`src/hdl/bdl_pkg.sv`:
```
// ----------------------------------------------------------------------------
// bdl_pkg: shared types and constants for the bounded deque list
// Widths, operation and status codes, controller/datapath command and
// status structs, and the ring index helper.
// ----------------------------------------------------------------------------
package bdl_pkg;

    // List capacity; the ring store has one entry per element
    localparam int CAPACITY = 64;
    localparam int DATA_W   = 32;
    localparam int PTR_W    = $clog2(CAPACITY);
    localparam int CNT_W    = $clog2(CAPACITY + 1);
    localparam int SUM_W    = CNT_W + 1;

    typedef logic [1:0]        t_func;
    typedef logic [1:0]        t_status;
    typedef logic [DATA_W-1:0] t_data;
    typedef logic [PTR_W-1:0]  t_ptr;
    typedef logic [CNT_W-1:0]  t_cnt;
    typedef logic [SUM_W-1:0]  t_sum;
    typedef logic [1:0]        t_rdsel;

    // Operation codes
    localparam t_func FN_APPEND   = 2'd0;
    localparam t_func FN_POP_HEAD = 2'd1;
    localparam t_func FN_POP_TAIL = 2'd2;
    localparam t_func FN_READ_ALL = 2'd3;

    // Result status codes
    localparam t_status ST_OK    = 2'd0;
    localparam t_status ST_EMPTY = 2'd1;
    localparam t_status ST_FULL  = 2'd2;

    // Read offset select
    localparam t_rdsel RS_HEAD = 2'd0;
    localparam t_rdsel RS_TAIL = 2'd1;
    localparam t_rdsel RS_NEXT = 2'd2;

    localparam t_cnt CNT_FULL = t_cnt'(CAPACITY);
    localparam t_sum SUM_CAP  = t_sum'(CAPACITY);

    // Commands from controller to datapath
    typedef struct packed {
        logic    push;       // write tail entry, grow count
        logic    rd_en;      // issue store read
        t_rdsel  rd_sel;     // which offset to read
        logic    idx_clr;    // restart read-out index
        logic    idx_inc;    // advance read-out index
        logic    load_stat;  // load result with zero value and given status
        t_status stat;
        logic    load_rd;    // load result from store read data
        logic    seq_last;   // last mark follows read-out index
        logic    pop_head;   // drop head element
        logic    pop_tail;   // drop tail element
    } t_cmd;

    // Status from datapath to controller
    typedef struct packed {
        logic empty;
        logic full;
        logic last;          // pending result closes its request
    } t_dp_stat;

    // Ring index: front plus offset, wrapped at capacity (sum < 2*CAPACITY)
    function automatic t_ptr ring_add(input t_ptr front, input t_cnt off);
        t_sum sum;
        sum = t_sum'(front) + t_sum'(off);
        if (sum >= SUM_CAP) begin
            sum = sum - SUM_CAP;
        end
        return sum[PTR_W-1:0];
    endfunction

endpackage

```
`src/hdl/bdl_ram.sv`:
```
// ----------------------------------------------------------------------------
// bdl_ram: generic single-port-write, single-port-read RAM
// One write and one registered read per cycle.
// ----------------------------------------------------------------------------
module bdl_ram #(
    parameter int WIDTH = 32,
    parameter int DEPTH = 64
) (
    input  logic                     i_clk,
    input  logic                     i_wr_en,
    input  logic [$clog2(DEPTH)-1:0] i_wr_addr,
    input  logic [WIDTH-1:0]         i_wr_data,
    input  logic                     i_rd_en,
    input  logic [$clog2(DEPTH)-1:0] i_rd_addr,
    output logic [WIDTH-1:0]         o_rd_data
);

    logic [WIDTH-1:0] r_mem [DEPTH];
    logic [WIDTH-1:0] r_rd_data;

    // Write port
    always_ff @(posedge i_clk) begin
        if (i_wr_en) begin
            r_mem[i_wr_addr] <= i_wr_data;
        end
    end

    // Registered read port
    always_ff @(posedge i_clk) begin
        if (i_rd_en) begin
            r_rd_data <= r_mem[i_rd_addr];
        end
    end

    assign o_rd_data = r_rd_data;

endmodule

```
`src/hdl/bdl_dp.sv`:
```
// ----------------------------------------------------------------------------
// bdl_dp: bounded deque list datapath
// Ring pointers, element count, read-out index, element store and the
// result register.
// ----------------------------------------------------------------------------
module bdl_dp (
    input  logic             i_clk,
    input  logic             i_rst_n,
    input  bdl_pkg::t_cmd    i_cmd,
    input  bdl_pkg::t_data   i_value,
    output bdl_pkg::t_dp_stat o_stat,
    output bdl_pkg::t_data   o_value_res,
    output bdl_pkg::t_status o_status,
    output logic             o_last
);
    import bdl_pkg::*;

    t_ptr    r_front, n_front;
    t_cnt    r_count, n_count;
    t_cnt    r_idx,   n_idx;
    t_data   r_value_res;
    t_status r_status;
    logic    r_last;

    t_cnt    idx_plus;
    t_cnt    rd_off;
    t_ptr    wr_addr;
    t_ptr    rd_addr;
    t_data   rd_data;

    assign idx_plus = r_idx + t_cnt'(1);

    // Pick read offset from the head
    always_comb begin
        case (i_cmd.rd_sel)
            RS_HEAD: rd_off = '0;
            RS_TAIL: rd_off = r_count - t_cnt'(1);
            RS_NEXT: rd_off = idx_plus;
            default: rd_off = '0;
        endcase
    end

    assign wr_addr = ring_add(r_front, r_count);
    assign rd_addr = ring_add(r_front, rd_off);

    bdl_ram #(
        .WIDTH(DATA_W),
        .DEPTH(CAPACITY)
    ) u_store (
        .i_clk    (i_clk),
        .i_wr_en  (i_cmd.push),
        .i_wr_addr(wr_addr),
        .i_wr_data(i_value),
        .i_rd_en  (i_cmd.rd_en),
        .i_rd_addr(rd_addr),
        .o_rd_data(rd_data)
    );

    // Advance pointers and count
    always_comb begin
        n_front = r_front;
        n_count = r_count;
        n_idx   = r_idx;
        if (i_cmd.push) begin
            n_count = r_count + t_cnt'(1);
        end
        if (i_cmd.pop_head) begin
            n_front = ring_add(r_front, t_cnt'(1));
            n_count = r_count - t_cnt'(1);
        end
        if (i_cmd.pop_tail) begin
            n_count = r_count - t_cnt'(1);
        end
        if (i_cmd.idx_clr) begin
            n_idx = '0;
        end else if (i_cmd.idx_inc) begin
            n_idx = idx_plus;
        end
    end

    always_ff @(posedge i_clk) begin
        if (!i_rst_n) begin
            r_front <= '0;
            r_count <= '0;
            r_idx   <= '0;
        end else begin
            r_front <= n_front;
            r_count <= n_count;
            r_idx   <= n_idx;
        end
    end

    // Load result register; hold otherwise
    always_ff @(posedge i_clk) begin
        if (i_cmd.load_stat) begin
            r_value_res <= '0;
            r_status    <= i_cmd.stat;
            r_last      <= 1'b1;
        end else if (i_cmd.load_rd) begin
            r_value_res <= rd_data;
            r_status    <= ST_OK;
            r_last      <= i_cmd.seq_last ? (idx_plus == r_count) : 1'b1;
        end
    end

    assign o_stat.empty = (r_count == '0);
    assign o_stat.full  = (r_count == CNT_FULL);
    assign o_stat.last  = r_last;

    assign o_value_res = r_value_res;
    assign o_status    = r_status;
    assign o_last      = r_last;

endmodule

```
`src/hdl/bdl_ctrl.sv`:
```
// ----------------------------------------------------------------------------
// bdl_ctrl: bounded deque list controller
// Takes one request at a time, sequences store reads and result hand-off.
// ----------------------------------------------------------------------------
module bdl_ctrl (
    input  logic              i_clk,
    input  logic              i_rst_n,
    input  logic              i_valid,
    input  bdl_pkg::t_func    i_func,
    input  logic              i_stall,
    input  bdl_pkg::t_dp_stat i_stat,
    output logic              o_stall,
    output logic              o_valid,
    output bdl_pkg::t_cmd     o_cmd
);
    import bdl_pkg::*;

    localparam logic [1:0] S_IDLE = 2'd0;
    localparam logic [1:0] S_READ = 2'd1;
    localparam logic [1:0] S_OUT  = 2'd2;

    logic [1:0] r_state, n_state;
    t_func      r_func,  n_func;

    always_comb begin
        n_state = r_state;
        n_func  = r_func;
        o_cmd   = '0;
        case (r_state)
            S_IDLE: begin
                if (i_valid) begin
                    n_func = i_func;
                    case (i_func)
                        FN_APPEND: begin
                            o_cmd.load_stat = 1'b1;
                            if (i_stat.full) begin
                                o_cmd.stat = ST_FULL;
                            end else begin
                                o_cmd.stat = ST_OK;
                                o_cmd.push = 1'b1;
                            end
                            n_state = S_OUT;
                        end
                        FN_POP_HEAD, FN_POP_TAIL, FN_READ_ALL: begin
                            if (i_stat.empty) begin
                                o_cmd.load_stat = 1'b1;
                                o_cmd.stat      = ST_EMPTY;
                                n_state         = S_OUT;
                            end else begin
                                o_cmd.rd_en   = 1'b1;
                                o_cmd.rd_sel  = (i_func == FN_POP_TAIL) ? RS_TAIL : RS_HEAD;
                                o_cmd.idx_clr = 1'b1;
                                n_state       = S_READ;
                            end
                        end
                        default: begin
                            n_state = S_IDLE;
                        end
                    endcase
                end
            end
            S_READ: begin
                // Store data is ready: load result, drop element on a remove
                o_cmd.load_rd  = 1'b1;
                o_cmd.seq_last = (r_func == FN_READ_ALL);
                o_cmd.pop_head = (r_func == FN_POP_HEAD);
                o_cmd.pop_tail = (r_func == FN_POP_TAIL);
                n_state        = S_OUT;
            end
            S_OUT: begin
                if (!i_stall) begin
                    if (i_stat.last) begin
                        n_state = S_IDLE;
                    end else begin
                        o_cmd.rd_en   = 1'b1;
                        o_cmd.rd_sel  = RS_NEXT;
                        o_cmd.idx_inc = 1'b1;
                        n_state       = S_READ;
                    end
                end
            end
            default: begin
                n_state = S_IDLE;
            end
        endcase
    end

    always_ff @(posedge i_clk) begin
        if (!i_rst_n) begin
            r_state <= S_IDLE;
            r_func  <= FN_APPEND;
        end else begin
            r_state <= n_state;
            r_func  <= n_func;
        end
    end

    assign o_stall = (r_state != S_IDLE);
    assign o_valid = (r_state == S_OUT);

endmodule

```
`src/hdl/bounded_deque_list.sv`:
```
// ----------------------------------------------------------------------------
// bounded_deque_list: bounded double-ended list of signed 32-bit values
// Append, remove head, remove tail and full read-out over a ring store.
//
//   channel  direction  handshake          payload
//   request  in         i_valid / o_stall  i_func, i_value
//   result   out        o_valid / i_stall  o_value_res, o_status, o_last
//
// One request is in flight at a time. Append and any empty/full result are
// valid the cycle after accept; remove is valid once the store read issued on
// accept is registered and loaded into the result (S_READ, then S_OUT).
// Read-out gives one store read per element, each through S_READ and S_OUT.
// Synchronous reset empties the list; no clearing pass is needed.
// A stalled result holds; o_stall stays high until the last result is taken.
// ----------------------------------------------------------------------------
module bounded_deque_list (
    input  logic             i_clk,
    input  logic             i_rst_n,
    input  logic             i_valid,
    output logic             o_stall,
    input  bdl_pkg::t_func   i_func,
    input  bdl_pkg::t_data   i_value,
    output logic             o_valid,
    input  logic             i_stall,
    output bdl_pkg::t_data   o_value_res,
    output bdl_pkg::t_status o_status,
    output logic             o_last
);
    import bdl_pkg::*;

    t_cmd     cmd;
    t_dp_stat dp_stat;

    bdl_ctrl u_ctrl (
        .i_clk  (i_clk),
        .i_rst_n(i_rst_n),
        .i_valid(i_valid),
        .i_func (i_func),
        .i_stall(i_stall),
        .i_stat (dp_stat),
        .o_stall(o_stall),
        .o_valid(o_valid),
        .o_cmd  (cmd)
    );

    bdl_dp u_dp (
        .i_clk      (i_clk),
        .i_rst_n    (i_rst_n),
        .i_cmd      (cmd),
        .i_value    (i_value),
        .o_stat     (dp_stat),
        .o_value_res(o_value_res),
        .o_status   (o_status),
        .o_last     (o_last)
    );

endmodule

```
`config.mk`:
```
export PLATFORM = sky130hd
export DESIGN_NAME = bounded_deque_list
export DESIGN_NICKNAME = d
export VERILOG_FILES = /design/src/hdl/bdl_pkg.sv /design/src/hdl/bdl_ram.sv /design/src/hdl/bdl_dp.sv /design/src/hdl/bdl_ctrl.sv /design/src/hdl/bounded_deque_list.sv
export SDC_FILE = /design/constraint.sdc
export NUM_CORES = 2
export LEC_CHECK = 0
export BUFFER_PORTS_ARGS = -buffer_cell sky130_fd_sc_hd__buf_2
export CELL_PAD_IN_SITES_DETAIL_PLACEMENT = 0
export CELL_PAD_IN_SITES_GLOBAL_PLACEMENT = 1
export CORE_AREA = 4 4 392 394
export CTS_CLUSTER_DIAMETER = 200
export CTS_CLUSTER_SIZE = 20
export DETAILED_ROUTE_END_ITERATION = 8
export DIE_AREA = 0 0 396 398
export PLACE_DENSITY = 0.84
export SYNTH_ARGS = -nofsm -noshare
export SYNTH_HDL_FRONTEND = slang
export SYNTH_HIERARCHICAL = 1
export SYNTH_SLANG_ARGS = --single-unit
```
`constraint.sdc`:
```
create_clock -name i_clk -period 7.2 [get_ports i_clk]
set_input_delay 0.72 -clock i_clk [delete_from_list [all_inputs] [get_ports i_clk]]
set_output_delay 0.72 -clock i_clk [all_outputs]
set_load 0.05 [all_outputs]
```
==> results.md <==
* Max stage delay on crit path at 0.87 ns
* Peak VDD IR at 0.210 mV
* Starting Density at 0.548
* Via count at 39,600
* Crit-path cells: or3_1 > nor4_1 > nor4b_4 > inv_1 > ha_1 > a22oi_1 > nor2_1 > ha_1 > a21o_1 > a21oi_1 > o21bai_1 > a21oi_1 > xnor3_1 > nand2b_1 > o22ai_1 > nor2_1
* Dpl cell area at 0.0857 mm^2
* Critical path endpoint category: flop
* Clock buffer depth at 3
* Flop2flop setup slack at 0.88 ns
* Adder-Cell Fraction of Synth Area at 0.00308
* # DRC at 0
* Min Hold Slack at 0.260 ns
* Vias in the first global route at 39,000
* Max FO, Critical Path at 15
* Number of synthesized flops with an enable pin at 2,082
* Total gr overflow at 0
* Cell count after synthesis at 3,672
* Post-Syn Area at 0.0821 mm^2
* TritonCTS clock tree: built
* Max cap viols at 0
* Xor/xnor share of the synthesized area at 0.00443
* Total wire length at 201,000 um
* Multi-input logic area at 0.0180 mm^2
* Main flop type after synthesis: edfxtp_1
* CTS sink count at 2,139
* Crit path DAT at 6.80 ns
* Levels on crit path at 16
* Cts bufs inserted at 116
* Die Wd at 396 um
* Top cell type's share of synthesized area at 0.761
* Worst hold-check path type: in -> reg
* Post-DP HPWL at 111,000 um
* Sequential element share of the synthesized area at 0.775
* Worst Hold End: u_ctrl/r_func[1]
* Total Power at 20.9 mW
* Cell family with most CP delay: simple AND/OR/NAND/NOR gates
* Hold path depth at 3
* Worst r2r src: u_dp/r_count[2]
* Fin area at 0.0890 mm^2
* Worst Slack Setup Final at 0.882 ns
* First-pass detailed-route iteration total at 7
* Post-layout minimum cycle time at 6.32 ns
* Post-DR wirelength/cell at 34.2 um
* Leak at 26.2 nW
* Largest net degree at the start of global routing at 80
* I/O pins at 75
* Final Net Count at 3,841
* Number of synthesized register bits at 2,139
* Later-pin clock latency in the skew report at 0.77 ns
* Fmax at 158 MHz
* Setup TNS at 0 ns
* Most frequent cells in the layout: edfxtp_1, mux4_2, mux2i_1, nor2_1, clkbuf_16
* Die Height at 398 um
* Commonest non-fill, non-tap cell in the layout: edfxtp_1
* Post-synthesis mux area share at 0.165
* Slew HR at 0.130
* Fin Clk Skew at 0.0406 ns
* PortBufs at 74
* Fill cell count at 10,100
* Worst-path clk slew at 0.10 ns
* Clock tree root buffer cell: clkbuf_16
* Reg2reg path depth at 16
* Final setup violating endpoints at 0
* Core area at 0.150 mm^2
* Antenna violations before repair at 14
* Fin. Hold Viols at 0
* CP startpoint kind: flop
* Global placement routability congestion at 0.825
* Row Count at 142
* H-tree depth at 3
* Setup Buffers After CTS at 0
* Synth-to-layout area growth at 8.35%
* Post-synth ARST share at 0
* Drt first-iter violations at 5,935
* Tightest Pin Transition at 1.30 ns
* Die footprint at 0.158 mm^2
* GRT Overall Usage at 0.255
* CP required at 7.68 ns
* Power Dens Cells at 234 mW/mm^2
* Syn nets at 3,729
* CP Class: reg -> reg
* Seq. cell area at 0.0637 mm^2
* Synth cell types at 63
* Mapped Avg Cell Area at 22.4 um^2
* Outcome: finished, final reports clean
* Post-DRT Antenna Nets at 0
* Worst path bufs/invs at 1
* Hold wc startpoint: i_func[1]
* Slowest CP cell: nand2b_1
* Via density per instance at 6.75
* Complex-gate fraction of the synthesized area at 0.0192
* Share of layout cells above drive strength 1 at 0.248
* RSZ-0062 raised after global routing: false
* DP Worst Slack at 0.915 ns
* Global-route wire length before repair at 287,000 um
* Tcrit/Tclk final at 0.877
* Hold buffers post-CTS at 0
* Cells taking the most area after synthesis: edfxtp_1, mux4_2, mux2i_1
* R2r endpoint: u_dp/u_store/o_rd_data[28]
* Simple-Gate Fraction of Synth Area at 0.0203
* Fin. max-slew vios at 0
* Largest family of logic cells by synthesized area: multiplexers
* Area leader, netlist: edfxtp_1
* Synth warnings at 6
* Post-CTS sizing at 0
cells by family after synthesis:
kind of cell	after synthesis
flops	2139
xor+xnor	40
mux	673
compound gates	241
buf+inv	217
fa+ha+maj	19
simple gates	343
where the power goes:
part,switching [mW],internal (mW)
clock,3.73,3.08
combinational,0.296,0.0674
sequential,0.0201,13.7
final cells by class:
type	instances	area share
antenna	2	0.0000562
clock inverter	3	0.000506
sequential	2139	0.715
inverter	13	0.000548
clock buffer	183	0.0364
timing repair buffer	198	0.0167
tap	2016	0.0283
multi-input combinational	1316	0.202
per-layer routing:
| metal | GRT usage | vias up | part of all wire |
|---|---|---|---|
| li1 | - | 15600 | - |
| met1 | 0.366 | 21000 | 0.37 |
| met2 | 0.400 | 2656 | 0.48 |
| met3 | 0.0529 | 370 | 0.11 |
| met4 | 0.0860 | 6 | 0.035 |
| met5 | 0 | - | 0.00018 |
cell usage after synthesis, types with 8 or more instances:
master / n
a311oi_1: 8
mux2i_1: 129
o22ai_1: 84
buf_2: 64
xnor2_1: 25
and2_1: 13
inv_1: 13
nand3_1: 10
buf_1: 21
nand4_1: 8
o221ai_1: 27
dfxtp_1: 57
nor2b_1: 17
edfxtp_1: 2082
nand2b_1: 9
buf_4: 26
clkbuf_1: 84
a21oi_1: 71
buf_6: 9
nand2_1: 35
nor2_1: 187
mux4_2: 544
ha_1: 17
a22oi_1: 17
xor2_1: 14
nor3_1: 11
worst reg2reg max path: stages, from the launching register on:
cell and delay (ns):
dfxtp_1 0.46, or3_1 0.51, nor4_1 0.58, nor4b_4 0.11, inv_1 0.09, ha_1 0.27
a22oi_1 0.12, nor2_1 0.21, ha_1 0.27, a21o_1 0.18, a21oi_1 0.28, o21bai_1 0.10
a21oi_1 0.19, xnor3_1 0.79, nand2b_1 0.88, o22ai_1 0.83, nor2_1 0.17
flip-flops by register name, indices dropped and copies added (netlist names):
signal and flops:
u_dp/u_store/r_mem 2048, u_dp/o_value_res 32, u_dp/u_store/o_rd_data 32, u_dp/r_count 7, u_dp/r_idx 7, u_dp/r_front 6
u_ctrl/r_func 2, u_ctrl/r_state 2, u_dp/o_status 2, u_dp/o_last 1
per-stage QoR:
| step | utilization | std cells |
|---|---|---|
| 5_1_grt | 0.594 | 5868 |
| 6_report | 0.594 | 5870 |
| 2_1_floorplan | - | 3672 |
| 3_5_place_dp | 0.572 | 5682 |
| 3_3_place_gp | 0.572 | 5682 |
| 4_1_cts | 0.594 | 5868 |
worst max path at each step:
stage | slack (ns) | end | from
6_report | 0.88 | u_dp/u_store/o_rd_data[28] | u_dp/r_count[2]
4_1_cts | 1.00 | u_dp/u_store/o_rd_data[28] | u_dp/r_count[2]
3_5_place_dp | 0.91 | u_dp/u_store/o_rd_data[1] | i_valid
5_1_grt | 0.58 | u_dp/u_store/o_rd_data[28] | u_dp/r_count[2]
3_3_place_gp | 0.82 | u_dp/u_store/o_rd_data[18] | i_valid
2_1_floorplan | 2.06 | u_dp/u_store/r_mem[48][0] | i_valid
Note: power is estimated with default switching activity, not from simulation.
